[config.mk]
export PLATFORM = sky130hd
export DESIGN_NAME = avt_matrix
export DESIGN_NICKNAME = d
export VERILOG_FILES = /design/src/rtl/avt_pkg.sv /design/src/rtl/avt_matrix.sv
export SDC_FILE = /design/constraint.sdc
export NUM_CORES = 1
export LEC_CHECK = 0
export CAP_MARGIN = 20
export CORE_ASPECT_RATIO = 0.75
export CORE_MARGIN = 4
export CORE_UTILIZATION = 32
export CTS_CLUSTER_DIAMETER = 50
export CTS_CLUSTER_SIZE = 16
export DETAILED_ROUTE_END_ITERATION = 6
export DONT_BUFFER_PORTS = 1
export PLACE_DENSITY = 0.47
export RECOVER_POWER = 25
export SLEW_MARGIN = 10
export SYNTH_ARGS = -nofsm -noshare
export SYNTH_HDL_FRONTEND = slang
export SYNTH_SLANG_ARGS = --single-unit
[constraint.sdc]
create_clock -name i_clk -period 4.28 [get_ports i_clk]
set_clock_uncertainty 0.1 [all_clocks]
set_input_delay 0.214 -clock i_clk [delete_from_list [all_inputs] [get_ports i_clk]]
set_output_delay 0.214 -clock i_clk [all_outputs]
set_load 0.1 [all_outputs]
[src/rtl/avt_pkg.sv]
// ----------------------------------------------------------------------------
// avt_pkg
// Shared types and constants for the affine vertex transform.
// ----------------------------------------------------------------------------
package avt_pkg;

    localparam int FRAC_BITS = 16;
    localparam int WORD_W    = 32;
    localparam int N_CELLS   = 16;
    localparam int IDX_W     = 4;

    typedef logic signed [WORD_W-1:0] t_word;
    typedef logic [IDX_W-1:0]         t_idx;

    localparam t_word FIX_ONE = t_word'(64'sd1 <<< FRAC_BITS);

    typedef enum logic [1:0] {
        OP_WRITE = 2'd0,
        OP_POINT = 2'd1,
        OP_DIR   = 2'd2
    } t_opcode;

    typedef struct packed {
        logic  en;
        t_idx  idx;
        t_word value;
    } t_cell_wr;

endpackage

[src/rtl/avt_matrix.sv]
// ----------------------------------------------------------------------------
// avt_matrix
// 4x4 matrix store, row-major. Resets to identity; one cell write per cycle.
// ----------------------------------------------------------------------------
module avt_matrix (
    input  logic             i_clk,
    input  logic             i_rst_n,
    input  avt_pkg::t_cell_wr i_wr,
    output avt_pkg::t_word   o_cells [avt_pkg::N_CELLS]
);
    import avt_pkg::*;

    t_word r_cell [N_CELLS];

    for (genvar g = 0; g < N_CELLS; g++) begin : g_cell
        localparam bit   DIAG = ((g % 5) == 0);
        localparam t_idx IDX  = t_idx'(g);

        always_ff @(posedge i_clk) begin
            if (!i_rst_n) begin
                r_cell[g] <= DIAG ? FIX_ONE : '0;
            end else if (i_wr.en && (i_wr.idx == IDX)) begin
                r_cell[g] <= i_wr.value;
            end
        end

        assign o_cells[g] = r_cell[g];
    end

    a_write_lands: assert property (@(posedge i_clk) disable iff (!i_rst_n)
        i_wr.en |=> r_cell[$past(i_wr.idx)] == $past(i_wr.value))
        else $error("matrix cell write lost");

    a_reset_identity: assert property (@(posedge i_clk) disable iff (!i_rst_n)
        $past(!i_rst_n) |-> (r_cell[0] == FIX_ONE) && (r_cell[5] == FIX_ONE)
                            && (r_cell[1] == '0) && (r_cell[15] == FIX_ONE))
        else $error("matrix not identity after reset");

    a_row3_holds: assert property (@(posedge i_clk) disable iff (!i_rst_n)
        !(i_wr.en && (i_wr.idx == t_idx'(15))) |=> $stable(r_cell[15]))
        else $error("unwritten cell changed");

endmodule

==> metrics.csv <==
stage,metric,value,unit
worst_hold_path,min_path_cells,1,
synth,yosys.area.top_type,edfxtp_1,
synth,seq_area_frac_synth,79.34,%
finish,fin_nets,1212,
clock_tree,path_clk_slew,70,ps
worst_hold_path,holdCritPathClass,in2reg,
synth,synth_seq_cells,512,
outcome,status,"complete, but fails checks",
synth,yosysMostFrequentCell,edfxtp_1,
floorplan,die_h,221.1,um
floorplan,dieArea,64600,sq um
worst_setup_path,endpoint_kind,flop,
pwr,swShare,37.24,%
placement,place_area,20180,sq um
pwr,power_frac_seq,63.1,%
detailed_routing,drt-initial-drc-count,926,
finish,final_design_area_no_fill,21810,sq um
run,maxCapViolCount,11,
clock_tree,post_cts_resize_count,0,
sta,fin_tns_setup,0,ps
clock_tree,numCtsBuffers,48,
clock_tree,cts-root-buf,clkbuf_16,
clock_tree,cts_buffer_depth,3,
finish,fillCellCount,5610,
sta,period_minus_slack,3073,ps
synth,synth.net_count,1270,
global_route,grt_pass1_vias,10521,
detailed_routing,wire_per_inst,33.82,um
worst_hold_path,hold-path-endpoint,r_cell[0][159],
detailed_routing,drc,0,
global_route,grt_max_degree,97,
floorplan,die_w,292.1,um
synth,synth_xor_area_share,0,%
finish,drive_gt1_share,18.08,%
detailed_routing,routed_via_density,5.472,
sta,hold_violations,0,
worst_setup_path,crit_fanout,32,
pwr,power_density,600.4,nW/um^2
detailed_routing,wirelength,67310,um
synth,synthTopCellsByArea,"edfxtp_1, nor3_1, nor3_2",
sta,relSlewSlack,-142.0,%
outcome,violations,"max-capacitance violations, max-slew violations",
synth,synth_simple_gate_area_share,16.25,%
sta,setup_violations,0,
synth,synth_cells,1231,
finish,seq_area,15370,sq um
floorplan,core,59440,sq um
worst_setup_path,worst_ep_required_time,4330,ps
pwr,p_int,8218,uW
pwr,clkPwrFrac,33.0,%
sta,fmax,0.3254,GHz
synth,async_flop_share,0,%
synth,ys_dominant_reg_cell,edfxtp_1,
worst_hold_path,hold_path.startpoint,i_rst_n,
synth,synth.avg_cell_area,15.74,sq um
floorplan,rows,77,
sta,rsz0062_at_grt,false,
finish,diodes,0,
clock_tree,cts_tree,built,
global_route,grt-ovfl-total,0,
sta,worst_pin_slew,3629,ps
finish,top_regs,r_cell: 512 flops,
global_route,grt_usage,19.88,%
synth,synthMuxAreaShare,0,%
floorplan,initial_core_util,32.60,%
pwr,power_frac_comb,3.9,%
synth,synth_area,19380,sq um
global_route,grt_pass1_wl,92270,um
synth,synth_edf_count,512,
worst_setup_path,crit_path_start,i_wr[35],
finish,multi_input_area,3401,sq um
worst_setup_path,critPathArrivalTime,3120,ps
placement,gp_congestion,0.7594,
finish,largest_reg_flops,512,
detailed_routing,num_vias,10890,
worst_setup_path,start_kind,input pin,
synth,synth_compound_area_share,0.4132,%
placement,io_buffers,0,
global_route,antenna_found_initial,2,
placement,dp_hpwl,42730,um
detailed_routing,firstDrtPassIters,5,
clock_tree,clock_sinks,512,
synth,yosysWarnings,0,
pwr,power_switching,4876,uW
pwr,p_leak,0.006301,uW
synth,synth_fa_ha_area_share,0,%
worst_setup_path,crit_type,in2reg,
clock_tree,h-tree-depth,2,
sta,slew_viol_final,548,
synth,synth_top_family_by_area,simple AND/OR/NAND/NOR gates,
floorplan,pin_count,551,
synth,synthDistinctLibCells,16,
pwr,ir_worst_vdd,272.8,uV
sta,post-route-period-util,71.81,%
finish,top_register,r_cell,
synth,synth_commonest_cells,"edfxtp_1, nor3_1, clkbuf_1",
finish,area_delta_synth_final,12.55,%
synth,synth_top_area_share,79.34,%
detailed_routing,antenna_left,0,
## worst max-delay path: stages
cell and delay [ps]:
nand3b_1 310, clkbuf_1 650, o21ai_4 320, clkbuf_1 1560
## how the worst max path moves through the flow
stage / endpoint / slack, ps / cells past startpoint
detailed placement: r_cell[0][148] / 1660 / 3
global placement: r_cell[0][143] / 1680 / 3
CTS: r_cell[0][78] / 1910 / 5
finish: r_cell[0][206] / 1210 / 4
floorplan: r_cell[0][32] / 480 / 4
global route: r_cell[0][206] / 950 / 4
## stage by stage
stage	setup WS, ps	util (%)	hold WS [ps]	std cells	power, uW
detailed placement	1657	33.94	298.3	1903	8880
global placement	1681	33.91	295.7	1902	8879
CTS	1907	36.60	8.541	1984	13200
floorplan	481.6	-	293.4	1231	8545
finish	1207	36.69	33.46	1990	13090
global route	950.4	36.69	22.32	1990	13460
## cell families after synthesis
kind of cell | after synthesis
and+or+nand+nor | 524
DFF | 512
buffers and inverters | 179
AOI/OAI and AO/OA | 16
## cells in the final DEF, fill, tap and decap left out
cell type,n
bufinv_16,3
inv_12,2
nand2b_1,2
clkbuf_2,3
or2_2,1
clkinv_8,3
clkinv_2,5
clkinvlp_4,5
nand3b_1,4
clkinv_1,1
dlygate4sd3_1,5
inv_6,4
or3b_1,2
nor3_1,410
inv_8,2
o21ai_0,2
buf_16,5
inv_1,32
buf_4,19
edfxtp_1,512
o21ai_4,14
clkinv_4,1
clkbuf_16,49
clkbuf_1,8
nor3_2,98
buf_12,1
or3_1,4
nand2_1,1
nand3_4,2
## per-layer routing
metal  track usage (%)  share of wire [%]  vias up
met5                 0                  0        -
met4             6.171                3.2        0
met3             7.277                 10      105
met2             32.05                 48      507
met1             25.09                 39     5755
li1                  -                  -     4523
## cell type report
type | instances | area share [%]
Sequential cell | 512 | 70.49
Multi-Input combinational cell | 540 | 15.59
Clock buffer | 51 | 5.657
Tap cell | 790 | 4.532
Timing Repair Buffer | 39 | 1.778
Clock inverter | 26 | 1.394
Inverter | 32 | 0.5507
## repair_timing
| action | CTS | global route |
|---|---|---|
| hold buffers | 4 | 1 |
| endpoints found under the hold margin | 102 | 45 |
| buffers inserted | 0 | 0 |
## power by group through the flow
stage / Clock, uW / Combinational, uW / Sequential, uW
3_5_place_dp: 0 / 505 / 8380
5_1_grt: 4630 / 551 / 8280
2_1_floorplan: 0 / 286 / 8260
4_1_cts: 4410 / 514 / 8270
6_report: 4320 / 513 / 8260
3_3_place_gp: 0 / 496 / 8380
Power figures use the tool's default switching activity.
